===== src/rtl/stepper_driver_spi_and_step_counter_top_macros.svh =====
// assertion macros for the stepper driver spi and step counter block
`ifndef STEPPER_DRIVER_SPI_AND_STEP_COUNTER_TOP_MACROS_SVH
`define STEPPER_DRIVER_SPI_AND_STEP_COUNTER_TOP_MACROS_SVH

// same-cycle implication, checked out of reset
`define SDSC_ASSERT_NOW(label, ante, cons, msg) \
  label: assert property (@(posedge clk) disable iff (!rst_n) (ante) |-> (cons)) \
    else $error(msg);

// next-cycle implication, checked out of reset
`define SDSC_ASSERT_NEXT(label, ante, cons, msg) \
  label: assert property (@(posedge clk) disable iff (!rst_n) (ante) |=> (cons)) \
    else $error(msg);

`endif


===== src/rtl/sdsc_pkg.sv =====
// shared types and constants for the stepper driver spi and step counter block
`timescale 1ns / 1ps

package sdsc_pkg;

  localparam int REG_COUNT_DEF = 128;
  localparam int ADDR_W        = 7;
  localparam int DG_W          = 40;
  localparam int MAX_POS_W     = 24;
  localparam int CFG_IDX_W     = 2;

  localparam logic [ADDR_W-1:0]    ADDR_GSTAT         = 7'h01;
  localparam logic [ADDR_W-1:0]    ADDR_DRV_STATUS    = 7'h6F;
  localparam logic [31:0]          STALL_RESULT_RESET = 32'd250;
  localparam logic [MAX_POS_W-1:0] MAX_POSITION_RESET = 24'd25500;
  localparam int                   DRV_STALL_BIT      = 24;
  localparam int                   DRV_STST_BIT       = 31;

  typedef enum logic [2:0] {
    OP_SPI_BYTE    = 3'd0,
    OP_CHIP_SELECT = 3'd1,
    OP_STEP        = 3'd2,
    OP_DIRECTION   = 3'd3,
    OP_ENABLE      = 3'd4
  } op_t;

  typedef enum logic [CFG_IDX_W-1:0] {
    CFG_MAX_POSITION   = 2'd0,
    CFG_LIMITS_ENABLED = 2'd1,
    CFG_DIR_INVERT     = 2'd2
  } cfg_idx_t;

  typedef struct packed {
    logic               spi_byte_valid;
    logic [7:0]         spi_byte;
    logic               position_valid;
    logic signed [31:0] position;
    logic               diag_valid;
    logic               diag_level;
  } res_t;

endpackage


===== src/rtl/stepper_driver_spi_and_step_counter_top.sv =====
// stepper driver pin model: spi datagram register interface and step counter
// each result word is registered into out_* as its word is accepted, or into the skid while out_* waits
// throughput: one word per cycle while the skid word is empty; every word is handled in a single registered pass
// a two-entry output (result register plus skid) keeps input flowing while one result waits
// reset (rst_n low, synchronous): control state and config to defaults, register file
// valid bits cleared so every entry but DRV_STATUS reads zero; no clearing pass, ready right after reset
`timescale 1ns / 1ps

`include "stepper_driver_spi_and_step_counter_top_macros.svh"

module stepper_driver_spi_and_step_counter_top #(
  parameter int REG_COUNT = sdsc_pkg::REG_COUNT_DEF
) (
  input  logic                           clk,
  input  logic                           rst_n,
  input  logic                           in_valid,
  output logic                           in_ready,
  input  logic [2:0]                     in_operation,
  input  logic [7:0]                     in_value,
  output logic                           out_valid,
  input  logic                           out_ready,
  output logic                           out_spi_byte_valid,
  output logic [7:0]                     out_spi_byte,
  output logic                           out_position_valid,
  output logic signed [31:0]             out_position,
  output logic                           out_diag_valid,
  output logic                           out_diag_level,
  input  logic                           cfg_we,
  input  logic [sdsc_pkg::CFG_IDX_W-1:0] cfg_index,
  input  logic [sdsc_pkg::MAX_POS_W-1:0] cfg_data
);

  localparam int IDX_W = $clog2(REG_COUNT);
  localparam bit DRV_IN_RANGE = (REG_COUNT > int'(sdsc_pkg::ADDR_DRV_STATUS));
  localparam logic [31:0] DRV_RESET = DRV_IN_RANGE ? sdsc_pkg::STALL_RESULT_RESET : 32'd0;

  // control and pin state
  logic                               sel_r, sel_nxt;
  logic                               dir_r, dir_nxt;
  logic                               en_r, en_nxt;
  logic                               step_lvl_r, step_lvl_nxt;
  logic [31:0]                        pos_r, pos_nxt;
  logic [sdsc_pkg::DG_W-1:0]          dg_r, dg_nxt;
  logic [sdsc_pkg::DG_W-1:0]          rep_r, rep_nxt;
  logic [31:0]                        gstat_r, gstat_nxt;
  logic [31:0]                        drv_r, drv_nxt;

  // configuration
  logic [sdsc_pkg::MAX_POS_W-1:0]     max_pos_r;
  logic                               lim_en_r;
  logic                               dir_inv_r;

  // register file
  logic [31:0]                        mem [REG_COUNT];
  logic [REG_COUNT-1:0]               vld_r;
  logic [31:0]                        rd_data_r;
  logic                               rd_vld_r;
  logic                               mem_we;
  logic [IDX_W-1:0]                   wr_idx;
  logic [IDX_W-1:0]                   rd_idx;
  logic                               bypass;

  // output stage
  logic                               out_valid_r;
  sdsc_pkg::res_t                     out_r;
  logic                               skid_valid_r;
  sdsc_pkg::res_t                     skid_r;
  sdsc_pkg::res_t                     res;

  logic                               push;
  logic                               lvl;
  sdsc_pkg::op_t                      op;
  logic                               dg_wr;
  logic [sdsc_pkg::ADDR_W-1:0]        dg_addr;
  logic [31:0]                        dg_data;
  logic                               addr_in_range;
  logic [31:0]                        body;
  logic [31:0]                        gstat_new;
  logic [31:0]                        drv_new;
  logic [3:0]                         status;
  logic [31:0]                        max_ext;
  logic [31:0]                        pos_inc;
  logic [31:0]                        pos_lim;
  logic                               stall;
  logic                               step_take;

  assign in_ready = !skid_valid_r;
  assign push     = in_valid && in_ready;
  assign lvl      = in_value[0];
  assign op       = sdsc_pkg::op_t'(in_operation);

  // datagram fields
  assign dg_wr         = dg_r[39];
  assign dg_addr       = dg_r[38:32];
  assign dg_data       = dg_r[31:0];
  assign addr_in_range = (int'(dg_addr) < REG_COUNT);
  assign wr_idx        = dg_addr[IDX_W-1:0];

  // status after a possible write at this chip select edge
  assign gstat_new = (mem_we && (dg_addr == sdsc_pkg::ADDR_GSTAT)) ? dg_data : gstat_r;
  assign drv_new   = (mem_we && DRV_IN_RANGE && (dg_addr == sdsc_pkg::ADDR_DRV_STATUS)) ?
                     dg_data : drv_r;
  assign status    = {drv_new[sdsc_pkg::DRV_STST_BIT], drv_new[sdsc_pkg::DRV_STALL_BIT],
                      gstat_new[1], gstat_new[0]};

  always_comb begin
    if (dg_wr) begin
      body = dg_data;
    end else if (dg_addr == sdsc_pkg::ADDR_GSTAT) begin
      body = gstat_r;
    end else if (DRV_IN_RANGE && (dg_addr == sdsc_pkg::ADDR_DRV_STATUS)) begin
      body = drv_r;
    end else if (addr_in_range && rd_vld_r) begin
      body = rd_data_r;
    end else begin
      body = 32'd0;
    end
  end

  // step arithmetic: one increment or decrement and, with limits enabled, a clamp to zero and max_position
  assign max_ext = {{(32 - sdsc_pkg::MAX_POS_W){1'b0}}, max_pos_r};
  assign pos_inc = dir_r ? (pos_r - 32'd1) : (pos_r + 32'd1);

  always_comb begin
    pos_lim = pos_inc;
    stall   = 1'b0;
    if (lim_en_r) begin
      if (pos_inc[31]) begin
        pos_lim = 32'd0;
        stall   = 1'b1;
      end else if (pos_inc > max_ext) begin
        pos_lim = max_ext;
        stall   = 1'b1;
      end
    end
  end

  assign step_take = push && (op == sdsc_pkg::OP_STEP) && lvl && !step_lvl_r && en_r;

  always_comb begin
    sel_nxt      = sel_r;
    dir_nxt      = dir_r;
    en_nxt       = en_r;
    step_lvl_nxt = step_lvl_r;
    pos_nxt      = pos_r;
    dg_nxt       = dg_r;
    rep_nxt      = rep_r;
    gstat_nxt    = gstat_r;
    drv_nxt      = drv_r;
    mem_we       = 1'b0;
    res          = '0;
    if (push) begin
      case (op)
        sdsc_pkg::OP_SPI_BYTE: begin
          if (sel_r) begin
            res.spi_byte_valid = 1'b1;
            res.spi_byte       = rep_r[39:32];
            rep_nxt            = {rep_r[31:0], 8'h00};
            dg_nxt             = {dg_r[31:0], in_value};
          end
        end
        sdsc_pkg::OP_CHIP_SELECT: begin
          sel_nxt = !lvl;
          if (lvl && sel_r) begin
            mem_we    = dg_wr && addr_in_range;
            gstat_nxt = gstat_new;
            drv_nxt   = drv_new;
            rep_nxt   = {4'h0, status, body};
          end
        end
        sdsc_pkg::OP_STEP: begin
          step_lvl_nxt = lvl;
          if (step_take) begin
            pos_nxt            = pos_lim;
            res.position_valid = 1'b1;
            if (stall) begin
              res.diag_valid = 1'b1;
              res.diag_level = 1'b1;
            end else if (drv_r[sdsc_pkg::DRV_STALL_BIT]) begin
              res.diag_valid = 1'b1;
            end
            if (DRV_IN_RANGE) begin
              drv_nxt[sdsc_pkg::DRV_STALL_BIT] = stall;
            end
          end
        end
        sdsc_pkg::OP_DIRECTION: begin
          dir_nxt = lvl ^ dir_inv_r;
        end
        sdsc_pkg::OP_ENABLE: begin
          en_nxt = !lvl;
        end
        default: begin
        end
      endcase
    end
    res.position = pos_nxt;
  end

  // read port follows the next datagram address; same-edge write is forwarded
  assign rd_idx = dg_nxt[32 +: IDX_W];
  assign bypass = mem_we && (wr_idx == rd_idx);

  always_ff @(posedge clk) begin
    if (mem_we) begin
      mem[wr_idx] <= dg_data;
    end
    rd_data_r <= bypass ? dg_data : mem[rd_idx];
  end

  always_ff @(posedge clk) begin
    if (!rst_n) begin
      vld_r    <= '0;
      rd_vld_r <= 1'b0;
    end else begin
      if (mem_we) begin
        vld_r[wr_idx] <= 1'b1;
      end
      rd_vld_r <= bypass || vld_r[rd_idx];
    end
  end

  always_ff @(posedge clk) begin
    if (!rst_n) begin
      sel_r      <= 1'b0;
      dir_r      <= 1'b0;
      en_r       <= 1'b0;
      step_lvl_r <= 1'b0;
      pos_r      <= 32'd0;
      dg_r       <= '0;
      rep_r      <= '0;
      gstat_r    <= 32'd0;
      drv_r      <= DRV_RESET;
    end else begin
      sel_r      <= sel_nxt;
      dir_r      <= dir_nxt;
      en_r       <= en_nxt;
      step_lvl_r <= step_lvl_nxt;
      pos_r      <= pos_nxt;
      dg_r       <= dg_nxt;
      rep_r      <= rep_nxt;
      gstat_r    <= gstat_nxt;
      drv_r      <= drv_nxt;
    end
  end

  always_ff @(posedge clk) begin
    if (!rst_n) begin
      max_pos_r <= sdsc_pkg::MAX_POSITION_RESET;
      lim_en_r  <= 1'b1;
      dir_inv_r <= 1'b0;
    end else if (cfg_we) begin
      case (cfg_index)
        sdsc_pkg::CFG_MAX_POSITION:   max_pos_r <= cfg_data;
        sdsc_pkg::CFG_LIMITS_ENABLED: lim_en_r  <= cfg_data[0];
        sdsc_pkg::CFG_DIR_INVERT:     dir_inv_r <= cfg_data[0];
        default: begin
        end
      endcase
    end
  end

  // result register with skid word behind it
  always_ff @(posedge clk) begin
    if (!rst_n) begin
      out_valid_r  <= 1'b0;
      skid_valid_r <= 1'b0;
    end else if (!out_valid_r || out_ready) begin
      if (skid_valid_r) begin
        out_valid_r  <= 1'b1;
        skid_valid_r <= 1'b0;
      end else begin
        out_valid_r <= push;
      end
    end else if (push) begin
      skid_valid_r <= 1'b1;
    end
  end

  always_ff @(posedge clk) begin
    if (!out_valid_r || out_ready) begin
      out_r <= skid_valid_r ? skid_r : res;
    end else if (push) begin
      skid_r <= res;
    end
  end

  assign out_valid          = out_valid_r;
  assign out_spi_byte_valid = out_r.spi_byte_valid;
  assign out_spi_byte       = out_r.spi_byte;
  assign out_position_valid = out_r.position_valid;
  assign out_position       = out_r.position;
  assign out_diag_valid     = out_r.diag_valid;
  assign out_diag_level     = out_r.diag_level;

  `SDSC_ASSERT_NOW(a_skid_behind_out, skid_valid_r, out_valid_r,
                   "skid word without result word")
  `SDSC_ASSERT_NOW(a_clamp_bounds, step_take && lim_en_r,
                   !pos_nxt[31] && (pos_nxt <= max_ext), "position outside limits")
  `SDSC_ASSERT_NOW(a_diag_needs_step, res.diag_valid, res.position_valid,
                   "diag driven without step")
  `SDSC_ASSERT_NEXT(a_write_forward, bypass, rd_vld_r && (rd_data_r == $past(dg_data)),
                    "stale read after write")

endmodule


===== config.mk =====
export PLATFORM = sky130hd
export DESIGN_NAME = stepper_driver_spi_and_step_counter_top
export DESIGN_NICKNAME = d
export VERILOG_FILES = /design/src/rtl/sdsc_pkg.sv /design/src/rtl/stepper_driver_spi_and_step_counter_top.sv
export VERILOG_INCLUDE_DIRS = /design/src /design/src/rtl
export SDC_FILE = /design/constraint.sdc
export NUM_CORES = 2
export LEC_CHECK = 0
export BUFFER_PORTS_ARGS = -buffer_cell sky130_fd_sc_hd__buf_2
export CAP_MARGIN = 30
export CELL_PAD_IN_SITES_DETAIL_PLACEMENT = 2
export CELL_PAD_IN_SITES_GLOBAL_PLACEMENT = 2
export CORE_ASPECT_RATIO = 0.7
export CORE_MARGIN = 2
export CORE_UTILIZATION = 50
export DETAILED_ROUTE_END_ITERATION = 16
export HOLD_SLACK_MARGIN = 0.08
export PLACE_DENSITY = 0.76
export SLEW_MARGIN = 20
export SYNTH_ARGS = -nofsm -noshare
export SYNTH_HDL_FRONTEND = slang
export SYNTH_SLANG_ARGS = --single-unit
export TNS_END_PERCENT = 10

===== constraint.sdc =====
create_clock -name clk -period 6.15 [get_ports clk]
set_input_delay 0.9225 -clock clk [delete_from_list [all_inputs] [get_ports clk]]
set_output_delay 0.9225 -clock clk [all_outputs]
set_load 0.005 [all_outputs]

==> out/metrics.yaml, run 1 <==
ys_warn_count: 0
die_w_um: 711.1
start_util_pct: 50.31
failed_stage: "detailed placement"
synth.distinct_cells: 80
synth-edff-count: 4184
synth_top_cell_area_share_pct: 71.80
toolErrorMsg: "[ERROR DPL-0033] detailed placement checks failed during check placement."
syn_inst: 8159
yosysTopAreaCell: "edfxtp_1"
synthTopCellsByArea: "edfxtp_1 (72%), mux4_2 (17%), dfxtp_1 (3.9%)"
portBuffers: 87
syn_area_um2: 175000
io_pins: 88
hpwl_um: 410900
gp_congestion: 0.9112
seq_area_frac_synth_pct: 75.73
synth_seq_cells: 4528
synth.net_count: 8256
rows: 181
synthArstFlopShare_pct: 0
die_h_um: 499.0
ys.flop_type: "edfxtp_1"
synth.avg_cell_area_um2: 21.45
status: "aborted with a tool error"
cell usage after synthesis, drive strengths merged, types with 54 or more instances:
cell / instances
nand3: 64
buf: 193
ha: 54
edfxtp: 4184
mux4: 1347
nand2: 411
o21a: 66
a21oi: 263
nor2: 411
o21ai: 57
clkbuf: 273
dfxtp: 344
kinds of logic after synthesis:
kind of cell,count (synthesis),share of synthesized area (%)
AO/OA/AOI/OAI,620,2.376
XOR/XNOR,26,0.1301
buffers and inverters,514,1.323
AND/OR/NAND/NOR,1036,2.505
multiplexers,1380,17.54
flip-flops,4528,75.73
adder cells (fa/ha/maj),55,0.3975
stage by stage:
step,cells,worst slack (ps)
after floorplan,8159,1000
after global placement,12820,-36.23
==> run 2, diff against run 1 <==
Settings changed: CELL_PAD_IN_SITES_DETAIL_PLACEMENT 2 to unset, CELL_PAD_IN_SITES_GLOBAL_PLACEMENT 2 to unset, CORE_ASPECT_RATIO 0.7 to unset, CORE_UTILIZATION 50 to 35, HOLD_SLACK_MARGIN 0.08 to unset, PLACE_DENSITY 0.76 to unset, PLACE_DENSITY_LB_ADDON set to 0.15.
==> out/metrics.yaml, run 2 <==
start_util_pct: 35.16  # -15 points
holdWs_ps: 100.4
synthArstFlopShare_pct: 0  # unchanged
reg_top3: "mem (4096), vld_r (128), skid_r (44)"
end_kind: "flip-flop"
cellLeakagePower_nw: 66.34
portBuffers: 87  # unchanged
finalMaxSlewViolations: 0
yosysTopAreaCell: "edfxtp_1"
drv_cap: 0
setup_viol: 0
crit_path_max_fanout: 18
fin_ws_ps: 501.6
syn_inst: 8159  # unchanged
cp-start-kind: "flip-flop"
synth_seq_cells: 4528  # unchanged
cts_sinks: 4528
die_h_um: 711.1  # +43%
postRouteAntennaNets: 0
ir_worst_vdd_mv: 0.2648
wire_per_inst_um: 33.59
worstMarginPinSlew_ps: 1052
grt_max_degree: 96
hold_viol: 0
cellPowerDensity_nw_per_um2: 304.1
slew_headroom_pct: 29.73
fin_crit_ps: 5648
finalSetupTns_ps: 0
synth.avg_cell_area_um2: 21.45  # unchanged
synth_top_cell_area_share_pct: 71.80  # unchanged
synth.distinct_cells: 80  # unchanged
hpwl_um: 305000  # -26%
die_w_um: 711.1  # unchanged
rsz0062_at_grt: "no"
io_pins: 88  # unchanged
period_share_pct: 91.84
core_area_um2: 497800
vias_per_cell: 5.563
ys_warn_count: 0  # unchanged
dieArea_um2: 505700
cp.arrival_ps: 6430
syn_area_um2: 175000  # unchanged
cts.clk_slew.worst_paths_ps: 60
cts_hold_buf: 0
dr_total_vias: 87500
postCtsSetupBuffers: 0
seq_area_frac_synth_pct: 75.73  # unchanged
antenna_found_initial: 51
gp_congestion: 0.8428  # -7.5%
cts_resized: 0
grt_use_total_pct: 20.47
numCtsBuffers: 474
synthTopCellsByArea: "edfxtp_1 (72%), mux4_2 (17%), dfxtp_1 (3.9%)"
synth.net_count: 8256  # unchanged
fin_skew_ps: 78.75
grt_pass1_wl_um: 729100
yosysMostFrequentCell: "edfxtp_1"
dp_slack_ps: 461.5
fin_nets: 8734
layout_common_cells: "edfxtp_1 (4,184), mux4_2 (1,347), clkbuf_16 (481)"
clk_path_buf_depth: 4
yosys-top-cells-count: "edfxtp_1 (4,184), mux4_2 (1,347), nand2_1 (410)"
wirelength_um: 528300
insertion_delay_ps: 1080
drtIter0Drc: 10150
synth-edff-count: 4184  # unchanged
worstPathRequired_ps: 6930
htreeDepth: 5
cts_root_buffer: "clkbuf_16"
top_register: "mem"
status: "complete, no violations"
route.detailed.drc: 0
drive_above_1_share_pct: 30.15
cts_tree: "yes"
area_growth_pct: 15.39
fmax_ghz: 0.1770
first_pass_iters: 7
critPathKind: "flip-flop to flip-flop"
final_common_cell: "edfxtp_1"
grt_pass1_vias: 89050
largest_reg_flops: 4096
ys.flop_type: "edfxtp_1"
rows: 259  # +43%
grt-ovfl-total: 0
hp-class: "primary input to flip-flop"
==> run 2: cell families (layout without fill, tap and decap cells) <==
logic type / after synthesis / in the layout / share of synthesized area (%)
muxes: 1380 / 1380 / 17.54
and+or+nand+nor: 1036 / 1036 / 2.505
AOI/OAI and AO/OA: 620 / 620 / 2.376
buffers and inverters: 514 / 1400 / 1.323
DFF: 4528 / 4528 / 75.73
adders and majority gates: 55 / 55 / 0.3975
other: 0 / 28 / 0
xor gates and xnor gates: 26 / 26 / 0.1301
==> run 2: stage by stage <==
stage	std cells	power, mW	utilization (%)	instance area, um^2
6_report	15730	61.42	40.57	201900
3_3_place_gp	14800	34.10	37.45	186400
3_5_place_dp	14810	34.10	37.50	186600
2_1_floorplan	8159	33.98	-	175000
4_1_cts	15690	62.03	40.51	201600
5_1_grt	15700	63.15	40.56	201900
==> run 2: layout make-up <==
type                       instances  area [um^2]
sequential                      4528       132700
inverter                          48        187.7
timing repair buffer             468         4554
antenna                           28        70.07
tap                             6655         8327
multi-input combinational       3117        41150
clock buffer                     584        12470
fill                           43800       295800
clock inverter                   300         2505
==> run 2: worst paths after layout <==
kind / to / start / slack (ps) / cells past startpoint
hold reg to reg: rep_r[39] / rep_r[39] / 450 / 2
setup / recovery: out_position[6] / dir_r / 500 / 20
setup reg to reg: out_position[6] / dir_r / 500 / 20
hold / removal: dg_r[6] / in_value[6] / 100 / 3
==> run 2: per-layer routing <==
layer | vias to the layer above | share of wire (%) | track usage (%)
met4 | 6 | 2.7 | 5.125
met5 | - | 0.0061 | 0
li1 | 35140 | - | -
met2 | 3123 | 48 | 33.17
met3 | 688 | 6.1 | 2.943
met1 | 48550 | 44 | 29.22
==> run 2: power breakdown <==
part / switching [mW] / total [mW] / internal, mW / leakage, nW
sequential: 0.0245 / 33.2 / 33.1 / 46.4
combinational: 0.204 / 0.287 / 0.0833 / 12.5
clock: 12.1 / 28.0 / 15.9 / 7.36
total: 12.3 / 61.4 / 49.1 / 66.3
==> run 2: worst max-delay path, stage by stage (launching register included) <==
cell and delay, ps:
dfxtp_1 540, ha_1 390, and3_1 220, a221o_1 420, a21oi_1 340, nor2_1 90, nor2_1 250, o221ai_1 190
xor2_1 290, ha_1 310, a21o_1 170, a21oi_1 150, o21ai_0 170, nor4b_1 380, o22ai_1 210, nor4_2 180
buf_4 170, a21oi_2 150, buf_12 240, a221oi_2 380, o31ai_2 110
(Power assumes the default switching activity.)
